**src/rtl/core/ose_pkg.sv**
```systemverilog
// Shared types and codes for the operand stack engine.
`timescale 1ns / 1ps
`default_nettype none
package ose_pkg;

	// Command codes carried in the input tuser field.
	localparam logic [3:0] CMD_PUSH  = 4'd0;
	localparam logic [3:0] CMD_POP   = 4'd1;
	localparam logic [3:0] CMD_POPB  = 4'd2;
	localparam logic [3:0] CMD_REV   = 4'd3;
	localparam logic [3:0] CMD_SWAP  = 4'd4;
	localparam logic [3:0] CMD_DUP   = 4'd5;
	localparam logic [3:0] CMD_MOVE  = 4'd6;
	localparam logic [3:0] CMD_ROT   = 4'd7;
	localparam logic [3:0] CMD_CLEAR = 4'd8;

	// Result status codes.
	localparam logic [1:0] ST_OK    = 2'd0;
	localparam logic [1:0] ST_UNDER = 2'd1;
	localparam logic [1:0] ST_FULL  = 2'd2;

	// Read address selects.
	localparam logic [2:0] RA_TOP  = 3'd0;
	localparam logic [2:0] RA_ZERO = 3'd1;
	localparam logic [2:0] RA_I    = 3'd2;
	localparam logic [2:0] RA_K    = 3'd3;
	localparam logic [2:0] RA_K1   = 3'd4;
	localparam logic [2:0] RA_IDX  = 3'd5;

	// Write address selects.
	localparam logic [1:0] WA_CNT = 2'd0;
	localparam logic [1:0] WA_I   = 2'd1;
	localparam logic [1:0] WA_K   = 2'd2;
	localparam logic [1:0] WA_TOP = 2'd3;

	// Write data selects.
	localparam logic [1:0] WD_PUSH = 2'd0;
	localparam logic [1:0] WD_RD   = 2'd1;
	localparam logic [1:0] WD_TMP  = 2'd2;

	// Entry count updates.
	localparam logic [1:0] CN_HOLD = 2'd0;
	localparam logic [1:0] CN_INC  = 2'd1;
	localparam logic [1:0] CN_DEC  = 2'd2;
	localparam logic [1:0] CN_CLR  = 2'd3;

	// Walk pointer updates.
	localparam logic [2:0] PT_HOLD = 3'd0;
	localparam logic [2:0] PT_REV  = 3'd1;
	localparam logic [2:0] PT_SWAP = 3'd2;
	localparam logic [2:0] PT_STEP = 3'd3;
	localparam logic [2:0] PT_IDX  = 3'd4;
	localparam logic [2:0] PT_ZERO = 3'd5;
	localparam logic [2:0] PT_KINC = 3'd6;

	// Repeat counter updates.
	localparam logic [1:0] RP_HOLD = 2'd0;
	localparam logic [1:0] RP_ONE  = 2'd1;
	localparam logic [1:0] RP_LOAD = 2'd2;
	localparam logic [1:0] RP_DEC  = 2'd3;

	// Width of the input tdata bus.
	localparam int IN_DATA_W = 48;

	typedef struct packed {
		logic       in_ld;
		logic       rd_en;
		logic [2:0] rd_sel;
		logic       wr_en;
		logic [1:0] wr_sel;
		logic [1:0] wd_sel;
		logic       tmp_ld;
		logic [1:0] cnt_op;
		logic [2:0] ptr_op;
		logic [1:0] rep_op;
		logic       res_clr;
		logic       res_ld;
		logic       st_ld;
		logic [1:0] st_code;
		logic       out_ld;
	} dp_cmd_t;

	typedef struct packed {
		logic [3:0] cmd;
		logic       empty;
		logic       full;
		logic       two_plus;
		logic       single;
		logic       mv_ok;
		logic       rep_zero;
		logic       rep_gt1;
		logic       rev_more;
		logic       sh_more;
	} dp_sts_t;

endpackage
`default_nettype wire

```
**src/rtl/core/operand_stack_engine_unit.sv**
```systemverilog
// Top level of the operand stack engine: stream ports, controller and datapath.
`timescale 1ns / 1ps
`default_nettype none
// The operand stack engine keeps up to STACK_DEPTH tagged entries (a 32-bit value and a
// number/handle tag) in a single-port-write, single-port-read memory and runs one command per
// input transaction, returning exactly one result transaction with the removed entry (pop and
// pop bottom), the depth after the command and a status (ok, too few entries, stack full).
// Failing commands leave the stack unchanged. Every memory access goes through the one read and
// one write port, so the cost of a command is set by how many entries it touches: reverse swaps
// floor(depth / 2) pairs, pop bottom shifts the other depth - 1 entries down, and move to top of
// position n shifts the n - 1 entries above it down per repetition (rotate repeats it the
// requested number of times). A finished result sits in an output register, and the next
// transaction is taken in the same cycle the result is loaded there.
module operand_stack_engine_unit #(
	parameter int STACK_DEPTH = 64
) (
	input  wire        clk,
	input  wire        arst_n,
	input  wire        s_tvalid,
	output logic       s_tready,
	// [31:0] push_value, [38:32] position, [44:39] repeat_req, [47:45] zero
	input  wire [ose_pkg::IN_DATA_W-1:0] s_tdata,
	// [3:0] cmd, [4] push_is_number
	input  wire [4:0]  s_tuser,
	output logic       m_tvalid,
	input  wire        m_tready,
	// [31:0] out_value, then depth_now, then status (2 bits), zero padded to whole bytes
	output logic [((34 + $clog2(STACK_DEPTH+1) + 7) / 8) * 8 - 1:0] m_tdata,
	// [0] out_is_number
	output logic       m_tuser
);
	localparam int CW = $clog2(STACK_DEPTH + 1);
	localparam int OW = ((34 + CW + 7) / 8) * 8;

	ose_pkg::dp_cmd_t ctl;
	ose_pkg::dp_sts_t sts;
	logic [31:0]   o_value;
	logic [CW-1:0] o_depth;
	logic [1:0]    o_status;

	ose_ctrl u_ctrl (
		.clk      (clk),
		.arst_n   (arst_n),
		.s_tvalid (s_tvalid),
		.s_tready (s_tready),
		.m_tvalid (m_tvalid),
		.m_tready (m_tready),
		.sts      (sts),
		.ctl      (ctl)
	);

	ose_dp #(
		.STACK_DEPTH (STACK_DEPTH)
	) u_dp (
		.clk           (clk),
		.arst_n        (arst_n),
		.ctl           (ctl),
		.in_cmd        (s_tuser[3:0]),
		.in_value      (s_tdata[31:0]),
		.in_is_number  (s_tuser[4]),
		.in_position   (s_tdata[38:32]),
		.in_repeat     (s_tdata[44:39]),
		.sts           (sts),
		.out_value     (o_value),
		.out_is_number (m_tuser),
		.depth_now     (o_depth),
		.status        (o_status)
	);

	// Result fields packed from the lowest bit up.
	assign m_tdata = OW'({o_status, o_depth, o_value});

	// The reported depth never exceeds the capacity.
	a_depth_bound: assert property (@(posedge clk) disable iff (!arst_n)
		m_tvalid |-> (o_depth <= CW'(STACK_DEPTH)))
		else $error("reported depth beyond capacity");

	// A full-stack failure is reported only when the stack is at capacity.
	a_full_depth: assert property (@(posedge clk) disable iff (!arst_n)
		(m_tvalid && (o_status == ose_pkg::ST_FULL)) |-> (o_depth == CW'(STACK_DEPTH)))
		else $error("full status with room left");

	// A too-few-entries failure leaves fewer than two entries on the stack.
	a_under_depth: assert property (@(posedge clk) disable iff (!arst_n)
		(m_tvalid && (o_status == ose_pkg::ST_UNDER)) |-> (o_depth < CW'(2)))
		else $error("underflow status with entries present");

endmodule
`default_nettype wire

```
**src/rtl/core/ose_dp.sv**
```systemverilog
// Datapath of the operand stack engine: entry memory, pointers, count and result registers.
`timescale 1ns / 1ps
`default_nettype none
module ose_dp #(
	parameter int STACK_DEPTH = 64
) (
	input  wire                  clk,
	input  wire                  arst_n,
	input  ose_pkg::dp_cmd_t     ctl,
	input  wire [3:0]            in_cmd,
	input  wire [31:0]           in_value,
	input  wire                  in_is_number,
	input  wire [6:0]            in_position,
	input  wire [5:0]            in_repeat,
	output ose_pkg::dp_sts_t     sts,
	output logic [31:0]          out_value,
	output logic                 out_is_number,
	output logic [$clog2(STACK_DEPTH+1)-1:0] depth_now,
	output logic [1:0]           status
);
	localparam int AW = $clog2(STACK_DEPTH);
	localparam int CW = $clog2(STACK_DEPTH + 1);
	localparam int PW = (CW > 7) ? CW : 7;
	localparam int KW = CW + 1;

	logic [32:0]   mem_q [STACK_DEPTH];
	logic [32:0]   rd_q;
	logic [32:0]   tmp_q;
	logic [3:0]    cmd_q;
	logic [31:0]   pval_q;
	logic          ptag_q;
	logic [6:0]    pos_q;
	logic [5:0]    rep_in_q;
	logic [5:0]    rep_q;
	logic [CW-1:0] cnt_q;
	logic [AW-1:0] i_q, k_q;
	logic [31:0]   res_val_q;
	logic          res_tag_q;
	logic [1:0]    res_st_q;

	logic [CW-1:0] cnt_m1, cnt_m2;
	logic [AW-1:0] top_a, idx_a, k1_a, rd_a, wr_a;
	logic [PW-1:0] cnt_w, pos_w, idx_w;
	logic [32:0]   wd;

	assign cnt_m1 = cnt_q - CW'(1);
	assign cnt_m2 = cnt_q - CW'(2);
	assign top_a  = cnt_m1[AW-1:0];
	assign cnt_w  = PW'(cnt_q);
	assign pos_w  = PW'(pos_q);
	assign idx_w  = cnt_w - pos_w;
	assign idx_a  = idx_w[AW-1:0];
	assign k1_a   = k_q + AW'(1);

	always_comb begin
		case (ctl.rd_sel)
			ose_pkg::RA_TOP:  rd_a = top_a;
			ose_pkg::RA_ZERO: rd_a = '0;
			ose_pkg::RA_I:    rd_a = i_q;
			ose_pkg::RA_K:    rd_a = k_q;
			ose_pkg::RA_K1:   rd_a = k1_a;
			ose_pkg::RA_IDX:  rd_a = idx_a;
			default:          rd_a = top_a;
		endcase
		case (ctl.wr_sel)
			ose_pkg::WA_CNT: wr_a = cnt_q[AW-1:0];
			ose_pkg::WA_I:   wr_a = i_q;
			ose_pkg::WA_K:   wr_a = k_q;
			ose_pkg::WA_TOP: wr_a = top_a;
			default:         wr_a = top_a;
		endcase
		case (ctl.wd_sel)
			ose_pkg::WD_PUSH: wd = {ptag_q, pval_q};
			ose_pkg::WD_RD:   wd = rd_q;
			ose_pkg::WD_TMP:  wd = tmp_q;
			default:          wd = rd_q;
		endcase
	end

	// Entry memory: one write and one registered read per cycle.
	always_ff @(posedge clk) begin
		if (ctl.wr_en) begin
			mem_q[wr_a] <= wd;
		end
		if (ctl.rd_en) begin
			rd_q <= mem_q[rd_a];
		end
	end

	always_ff @(posedge clk or negedge arst_n) begin
		if (!arst_n) begin
			cnt_q <= '0;
		end else begin
			case (ctl.cnt_op)
				ose_pkg::CN_INC: cnt_q <= cnt_q + CW'(1);
				ose_pkg::CN_DEC: cnt_q <= cnt_m1;
				ose_pkg::CN_CLR: cnt_q <= '0;
				default:         cnt_q <= cnt_q;
			endcase
		end
	end

	always_ff @(posedge clk) begin
		if (ctl.in_ld) begin
			cmd_q    <= in_cmd;
			pval_q   <= in_value;
			ptag_q   <= in_is_number;
			pos_q    <= in_position;
			rep_in_q <= in_repeat;
		end
		if (ctl.tmp_ld) begin
			tmp_q <= rd_q;
		end
		case (ctl.ptr_op)
			ose_pkg::PT_REV: begin
				i_q <= '0;
				k_q <= top_a;
			end
			ose_pkg::PT_SWAP: begin
				i_q <= top_a;
				k_q <= cnt_m2[AW-1:0];
			end
			ose_pkg::PT_STEP: begin
				i_q <= i_q + AW'(1);
				k_q <= k_q - AW'(1);
			end
			ose_pkg::PT_IDX:  k_q <= idx_a;
			ose_pkg::PT_ZERO: k_q <= '0;
			ose_pkg::PT_KINC: k_q <= k1_a;
			default: begin
				i_q <= i_q;
				k_q <= k_q;
			end
		endcase
		case (ctl.rep_op)
			ose_pkg::RP_ONE:  rep_q <= 6'd1;
			ose_pkg::RP_LOAD: rep_q <= rep_in_q;
			ose_pkg::RP_DEC:  rep_q <= rep_q - 6'd1;
			default:          rep_q <= rep_q;
		endcase
		if (ctl.res_clr) begin
			res_val_q <= '0;
			res_tag_q <= 1'b0;
		end else if (ctl.res_ld) begin
			res_val_q <= rd_q[31:0];
			res_tag_q <= rd_q[32];
		end
		if (ctl.st_ld) begin
			res_st_q <= ctl.st_code;
		end
		if (ctl.out_ld) begin
			out_value     <= res_val_q;
			out_is_number <= res_tag_q;
			depth_now     <= cnt_q;
			status        <= res_st_q;
		end
	end

	always_comb begin
		sts.cmd      = cmd_q;
		sts.empty    = (cnt_q == '0);
		sts.full     = (cnt_q == CW'(STACK_DEPTH));
		sts.two_plus = (cnt_q >= CW'(2));
		sts.single   = (cnt_q == CW'(1));
		sts.mv_ok    = (pos_w >= PW'(2)) && (pos_w <= cnt_w);
		sts.rep_zero = (rep_in_q == '0);
		sts.rep_gt1  = (rep_q > 6'd1);
		sts.rev_more = (KW'(i_q) + KW'(2)) < KW'(k_q);
		sts.sh_more  = (KW'(k_q) + KW'(2)) < KW'(cnt_q);
	end

endmodule
`default_nettype wire

```
**src/rtl/core/ose_ctrl.sv**
```systemverilog
// Controller state machine of the operand stack engine.
`timescale 1ns / 1ps
`default_nettype none
module ose_ctrl (
	input  wire              clk,
	input  wire              arst_n,
	input  wire              s_tvalid,
	output logic             s_tready,
	output logic             m_tvalid,
	input  wire              m_tready,
	input  ose_pkg::dp_sts_t sts,
	output ose_pkg::dp_cmd_t ctl
);
	localparam logic [3:0] S_IDLE  = 4'd0;
	localparam logic [3:0] S_DEC   = 4'd1;
	localparam logic [3:0] S_POPW  = 4'd2;
	localparam logic [3:0] S_DUPW  = 4'd3;
	localparam logic [3:0] S_PBW   = 4'd4;
	localparam logic [3:0] S_PRA   = 4'd5;
	localparam logic [3:0] S_PRB   = 4'd6;
	localparam logic [3:0] S_PWA   = 4'd7;
	localparam logic [3:0] S_PWB   = 4'd8;
	localparam logic [3:0] S_MVRD  = 4'd9;
	localparam logic [3:0] S_MVT   = 4'd10;
	localparam logic [3:0] S_SHR   = 4'd11;
	localparam logic [3:0] S_SHW   = 4'd12;
	localparam logic [3:0] S_MVEND = 4'd13;
	localparam logic [3:0] S_FIN   = 4'd14;

	logic [3:0] state_q, state_d;
	logic       ov_q;
	logic       slot_free;

	assign slot_free = !ov_q || m_tready;
	assign s_tready  = (state_q == S_IDLE) || ((state_q == S_FIN) && slot_free);
	assign m_tvalid  = ov_q;

	always_comb begin
		ctl         = '0;
		ctl.in_ld   = s_tvalid && s_tready;
		ctl.out_ld  = (state_q == S_FIN) && slot_free;
		ctl.st_code = ose_pkg::ST_OK;
		state_d     = state_q;
		case (state_q)
			S_IDLE: begin
				if (s_tvalid) begin
					state_d = S_DEC;
				end
			end
			S_DEC: begin
				ctl.res_clr = 1'b1;
				ctl.st_ld   = 1'b1;
				state_d     = S_FIN;
				case (sts.cmd)
					ose_pkg::CMD_PUSH: begin
						if (sts.full) begin
							ctl.st_code = ose_pkg::ST_FULL;
						end else begin
							ctl.wr_en  = 1'b1;
							ctl.wr_sel = ose_pkg::WA_CNT;
							ctl.wd_sel = ose_pkg::WD_PUSH;
							ctl.cnt_op = ose_pkg::CN_INC;
						end
					end
					ose_pkg::CMD_POP: begin
						if (sts.empty) begin
							ctl.st_code = ose_pkg::ST_UNDER;
						end else begin
							ctl.rd_en  = 1'b1;
							ctl.rd_sel = ose_pkg::RA_TOP;
							state_d    = S_POPW;
						end
					end
					ose_pkg::CMD_POPB: begin
						if (sts.empty) begin
							ctl.st_code = ose_pkg::ST_UNDER;
						end else begin
							ctl.rd_en  = 1'b1;
							ctl.rd_sel = ose_pkg::RA_ZERO;
							state_d    = S_PBW;
						end
					end
					ose_pkg::CMD_REV: begin
						if (sts.two_plus) begin
							ctl.ptr_op = ose_pkg::PT_REV;
							state_d    = S_PRA;
						end
					end
					ose_pkg::CMD_SWAP: begin
						if (!sts.two_plus) begin
							ctl.st_code = ose_pkg::ST_UNDER;
						end else begin
							ctl.ptr_op = ose_pkg::PT_SWAP;
							state_d    = S_PRA;
						end
					end
					ose_pkg::CMD_DUP: begin
						if (sts.empty) begin
							ctl.st_code = ose_pkg::ST_UNDER;
						end else if (sts.full) begin
							ctl.st_code = ose_pkg::ST_FULL;
						end else begin
							ctl.rd_en  = 1'b1;
							ctl.rd_sel = ose_pkg::RA_TOP;
							state_d    = S_DUPW;
						end
					end
					ose_pkg::CMD_MOVE: begin
						if (sts.mv_ok) begin
							ctl.rep_op = ose_pkg::RP_ONE;
							state_d    = S_MVRD;
						end
					end
					ose_pkg::CMD_ROT: begin
						if (sts.mv_ok && !sts.rep_zero) begin
							ctl.rep_op = ose_pkg::RP_LOAD;
							state_d    = S_MVRD;
						end
					end
					ose_pkg::CMD_CLEAR: begin
						ctl.cnt_op = ose_pkg::CN_CLR;
					end
					default: begin
						state_d = S_FIN;
					end
				endcase
			end
			S_POPW: begin
				ctl.res_ld = 1'b1;
				ctl.cnt_op = ose_pkg::CN_DEC;
				state_d    = S_FIN;
			end
			S_DUPW: begin
				ctl.wr_en  = 1'b1;
				ctl.wr_sel = ose_pkg::WA_CNT;
				ctl.wd_sel = ose_pkg::WD_RD;
				ctl.cnt_op = ose_pkg::CN_INC;
				state_d    = S_FIN;
			end
			S_PBW: begin
				ctl.res_ld = 1'b1;
				ctl.ptr_op = ose_pkg::PT_ZERO;
				if (sts.single) begin
					ctl.cnt_op = ose_pkg::CN_DEC;
					state_d    = S_FIN;
				end else begin
					state_d = S_SHR;
				end
			end
			S_PRA: begin
				ctl.rd_en  = 1'b1;
				ctl.rd_sel = ose_pkg::RA_I;
				state_d    = S_PRB;
			end
			S_PRB: begin
				ctl.rd_en  = 1'b1;
				ctl.rd_sel = ose_pkg::RA_K;
				ctl.tmp_ld = 1'b1;
				state_d    = S_PWA;
			end
			S_PWA: begin
				ctl.wr_en  = 1'b1;
				ctl.wr_sel = ose_pkg::WA_I;
				ctl.wd_sel = ose_pkg::WD_RD;
				state_d    = S_PWB;
			end
			S_PWB: begin
				ctl.wr_en  = 1'b1;
				ctl.wr_sel = ose_pkg::WA_K;
				ctl.wd_sel = ose_pkg::WD_TMP;
				ctl.ptr_op = ose_pkg::PT_STEP;
				if ((sts.cmd == ose_pkg::CMD_REV) && sts.rev_more) begin
					state_d = S_PRA;
				end else begin
					state_d = S_FIN;
				end
			end
			S_MVRD: begin
				ctl.rd_en  = 1'b1;
				ctl.rd_sel = ose_pkg::RA_IDX;
				ctl.ptr_op = ose_pkg::PT_IDX;
				state_d    = S_MVT;
			end
			S_MVT: begin
				ctl.tmp_ld = 1'b1;
				state_d    = S_SHR;
			end
			S_SHR: begin
				ctl.rd_en  = 1'b1;
				ctl.rd_sel = ose_pkg::RA_K1;
				state_d    = S_SHW;
			end
			S_SHW: begin
				ctl.wr_en  = 1'b1;
				ctl.wr_sel = ose_pkg::WA_K;
				ctl.wd_sel = ose_pkg::WD_RD;
				ctl.ptr_op = ose_pkg::PT_KINC;
				if (sts.sh_more) begin
					state_d = S_SHR;
				end else if (sts.cmd == ose_pkg::CMD_POPB) begin
					ctl.cnt_op = ose_pkg::CN_DEC;
					state_d    = S_FIN;
				end else begin
					state_d = S_MVEND;
				end
			end
			S_MVEND: begin
				ctl.wr_en  = 1'b1;
				ctl.wr_sel = ose_pkg::WA_TOP;
				ctl.wd_sel = ose_pkg::WD_TMP;
				ctl.rep_op = ose_pkg::RP_DEC;
				state_d    = sts.rep_gt1 ? S_MVRD : S_FIN;
			end
			S_FIN: begin
				if (slot_free) begin
					state_d = s_tvalid ? S_DEC : S_IDLE;
				end
			end
			default: begin
				state_d = S_IDLE;
			end
		endcase
	end

	always_ff @(posedge clk or negedge arst_n) begin
		if (!arst_n) begin
			state_q <= S_IDLE;
			ov_q    <= 1'b0;
		end else begin
			state_q <= state_d;
			if (ctl.out_ld) begin
				ov_q <= 1'b1;
			end else if (m_tready) begin
				ov_q <= 1'b0;
			end
		end
	end

endmodule
`default_nettype wire
```
**config.mk**
```make
export PLATFORM = sky130hd
export DESIGN_NAME = operand_stack_engine_unit
export DESIGN_NICKNAME = d
export VERILOG_FILES = /design/src/rtl/core/ose_pkg.sv /design/src/rtl/core/operand_stack_engine_unit.sv /design/src/rtl/core/ose_dp.sv /design/src/rtl/core/ose_ctrl.sv
export SDC_FILE = /design/constraint.sdc
export NUM_CORES = 2
export LEC_CHECK = 0
export BUFFER_PORTS_ARGS = -buffer_cell sky130_fd_sc_hd__clkbuf_2
export CELL_PAD_IN_SITES_DETAIL_PLACEMENT = 0
export CELL_PAD_IN_SITES_GLOBAL_PLACEMENT = 2
export CORE_ASPECT_RATIO = 1.4
export CORE_UTILIZATION = 25
export CTS_CLUSTER_DIAMETER = 80
export DETAILED_ROUTE_END_ITERATION = 10
export HOLD_SLACK_MARGIN = 0.08
export PLACE_DENSITY_LB_ADDON = 0.25
export SETUP_SLACK_MARGIN = 0.4
export SLEW_MARGIN = 10
export SYNTH_ARGS = -nofsm -noshare
export SYNTH_HDL_FRONTEND = slang
export SYNTH_HIERARCHICAL = 1
export SYNTH_SLANG_ARGS = --single-unit
```
**constraint.sdc**
```tcl
create_clock -name clk -period 14.3 [get_ports clk]
set_clock_uncertainty 0.05 [all_clocks]
set_input_delay 0.715 -clock clk [delete_from_list [all_inputs] [get_ports clk]]
set_output_delay 0.715 -clock clk [all_outputs]
set_load 0.02 [all_outputs]
```
==> summary.md <==
| Metric | Value |
|---|---|
| Worst reg2reg startpoint | u_dp/cnt_q[1]$_DFFE_PN0P_ |
| Global-route wire length before repair | 420000 µm |
| FILL cells | 37.4k |
| Max_slew headroom | 0.211 |
| Fraction of registers with async set/reset | 0.00514 |
| DP HPWL | 164000 µm |
| Final setup fails | 0 |
| Most frequent cell after synthesis | edfxtp_1 |
| Later-pin clock latency in the skew report | 0.91 ns |
| Vias | 55.2k |
| Synth top area share | 0.733 |
| Initial DRC Count | 4536 |
| Critical path peak fanout | 140 |
| Worst r2r dst | u_dp/rd_q[16]$_DFFE_PP_ |
| WS Path Type | flop to flop |
| Clock transition at path regs | 0.06 ns |
| Port bufs | 97 |
| Critical Path Max Stage Delay | 0.76 ns |
| Die width | 520 µm |
| Setup_tns | 0 ns |
| Yosys reg bits | 2335 |
| Reg2Reg Depth | 17 |
| CTS tree | built |
| DR vias/cell | 4.66 |
| EDFF count, synth | 2290 |
| Area contributors post-synth | edfxtp_1 73%, nand2_1 7.1%, mux4_2 3.2% |
| Most common flop cell mapped by yosys | edfxtp_1 |
| Largest net degree at the start of global routing | 141 |
| Status | finished, final reports clean |
| Clk buf depth | 4 |
| Maximum operating frequency | 139 MHz |
| Avg Cell Area, Syn | 14.3 µm² |
| Tcrit/Tclk final | 0.504 |
| CP startpoint kind | flop |
| Resized Gates After CTS | 0 |
| Antenna-violating nets left | 0 |
| Mapped Area | 93800 µm² |
| Initial core utilization | 0.252 |
| Post-synth top cells | 2290 x edfxtp_1, 1768 x nand2_1, 503 x nand3_1, 194 x and3_1, 166 x buf_2 |
| Wire per inst | 25.1 µm |
| # clock sinks | 2335 |
| Worst Setup End Kind | flop |
| Vias in the first global route | 55.3k |
| Seq/Total Area, Yosys | 0.744 |
| Worst Tran Pin Value | 1.18 ns |
| Number of antenna violations at the first check in global routing | 21 |
| Req. time, crit path | 14.82 ns |
| Hold WC Path Type | input port to asynchronous set/reset pin |
| Library cells used by synthesis | 90 |
| Nets | 6814 |
| Post-synthesis instance total | 6561 |
| Full die area | 377000 µm² |
| All-Layer GR Usage | 0.154 |
| Core ar. | 373000 µm² |
| Largest area contributor in the netlist | edfxtp_1 |
| Maxcap violations | 0 |
| Grt ovf | 0 |
| Drt first pass iters | 6 |
| RSZ-0062 raised after global routing | no |
| Placer Congestion | 0.782 |
| Critical path cell sequence | inv_1, ha_1, and3_1, inv_1, a21oi_1, o32ai_2, buf_4, a21oi_1, o221ai_1, o21a_4, buf_12, buf_4, mux2i_1, mux4_2, nor2_1, nor4_2, nor4_1 |
| H-tree Lvls | 4 |
| Routed WL | 297000 µm |
| IO Pins | 108 |
| Die height | 727 µm |
| CTS Buf Count | 229 |
| Clock root cell | clkbuf_16 |
| Post-CTS setup buffer count | 0 |
| Share of cells above drive strength 1 | 0.131 |
| Worst path slowest cell | buf_4 |
| Warnings from Yosys | 6 |
| Post-layout min period | 7.21 ns |
| Worst Path Arrival | 7.73 ns |
| Slew Viols, Final | 0 |
| Row count | 265 |
| R2R setup slack | 7.09 ns |
| DRC viols | 0 |
| Final Hold Fails | 0 |
| Area Growth Syn to Fin | 15.9% |
worst max-delay path by stage:
stage	start	end	slack, ns	cells after the start
after floorplan	u_ctrl/state_q[2]$_DFFE_PN0P_	u_dp/mem_q[0][0]$_DFFE_PP_	9.03	8
after global placement	u_dp/cnt_q[1]$_DFFE_PN0P_	u_dp/rd_q[16]$_DFFE_PP_	6.97	17
after detailed placement	u_dp/cnt_q[1]$_DFFE_PN0P_	u_dp/rd_q[16]$_DFFE_PP_	6.90	17
after CTS	u_dp/cnt_q[1]$_DFFE_PN0P_	u_dp/rd_q[16]$_DFFE_PP_	6.91	17
after global routing	u_dp/cnt_q[1]$_DFFE_PN0P_	u_dp/rd_q[16]$_DFFE_PP_	6.70	17
final	u_dp/cnt_q[1]$_DFFE_PN0P_	u_dp/rd_q[16]$_DFFE_PP_	7.09	17
sequential cells by signal (all words and copies together), names as in the netlist, 7 cells and up:
signal          cells
u_dp/depth_now      7
u_dp/rd_q          33
u_dp/pval_q        32
u_dp/out_value     32
u_dp/pos_q          7
u_dp/mem_q       2112
u_dp/tmp_q         33
u_dp/res_val_q     32
u_dp/cnt_q          7
cell usage in the layout (no fill, tap or decap), types with 21 or more instances in the layout:
cell type      count
o22ai_1           55
a21oi_1           54
o21ai_0           39
ha_1              40
buf_4            178
clkinv_2          53
edfxtp_1        2290
nand2_1         1766
inv_1             38
xnor2_1           25
a311oi_1          74
and3_1           192
o21ai_4           34
clkbuf_1          41
and4_1            21
a32oi_1           62
clkbuf_16        231
nor2_1            93
dlygate4sd3_1     52
mux2i_1          105
clkinv_1          44
nor2_4            69
nor3_1            32
a221oi_1          68
clkbuf_2          97
nand3_1          503
o21a_1            22
a31oi_1          128
dfxtp_1           33
mux4_2           134
critical path, delay by kind of cell (launching register included):
kind	cells	cell delay, ns
buffers and inverters	5	2.20
multiplexers	2	0.69
AO/OA/AOI/OAI	5	1.49
AND/OR/NAND/NOR	4	1.38
flip-flops	1	0.64
adder cells (fa/ha/maj)	1	0.29
timing repair:
item | 4_1_cts | 5_1_grt
hold buffers | 52 | 0
setup endpoints to repair | 0 | 0
hold endpoints to repair | 63 | 0
area by class of cell:
| class | instances | area (µm²) | area share |
|---|---|---|---|
| Clock buffer | 286 | 6130 | 0.0564 |
| Multi-Input combinational cell | 3768 | 22800 | 0.210 |
| Inverter | 39 | 146 | 0.00135 |
| Antenna cell | 7 | 17.5 | 0.000161 |
| Clock inverter | 120 | 973 | 0.00896 |
| Sequential cell | 2335 | 69700 | 0.642 |
| Tap cell | 4939 | 6180 | 0.0569 |
| Timing Repair Buffer | 343 | 2660 | 0.0245 |
routing by layer:
layer  wire (µm)  up-vias  share of wire  track usage
li1            -    25000              -            -
met1      122000    28600           0.41        0.189
met2      154000     1181           0.52        0.279
met3       12700      396          0.043       0.0201
met4        8220        4          0.028       0.0446
met5          69        -        0.00023            0
stage by stage:
stage               cells  utilization  setup WS (ns)  area (µm²)  hold WS [ns]
floorplan            6567            -           9.03       93800         0.350
global placement    11400        0.271           6.97      101000         0.357
detailed placement  11400        0.271           6.90      101000         0.355
CTS                 11800        0.291           6.91      109000         0.188
global route        11800        0.292           6.70      109000         0.241
finish              11800        0.292           7.09      109000         0.253
cell families (layout without fill, tap and decap cells):
logic type               after synthesis  count (layout)  share of synthesized area
AND/OR/NAND/NOR                     2790            2790                      0.129
buffers and inverters                464             788                     0.0240
AO/OA/AOI/OAI                        652             652                     0.0507
flip-flops                          2335            2335                      0.744
adder cells (fa/ha/maj)               41              41                    0.00555
XOR/XNOR                              38              38                    0.00355
other                                  1              14                  0.0000400
multiplexers                         240             240                     0.0435
Power is left out: the tool's default activity adds up to more than one toggle a clock period on the data nets, which glitch-free logic cannot reach.
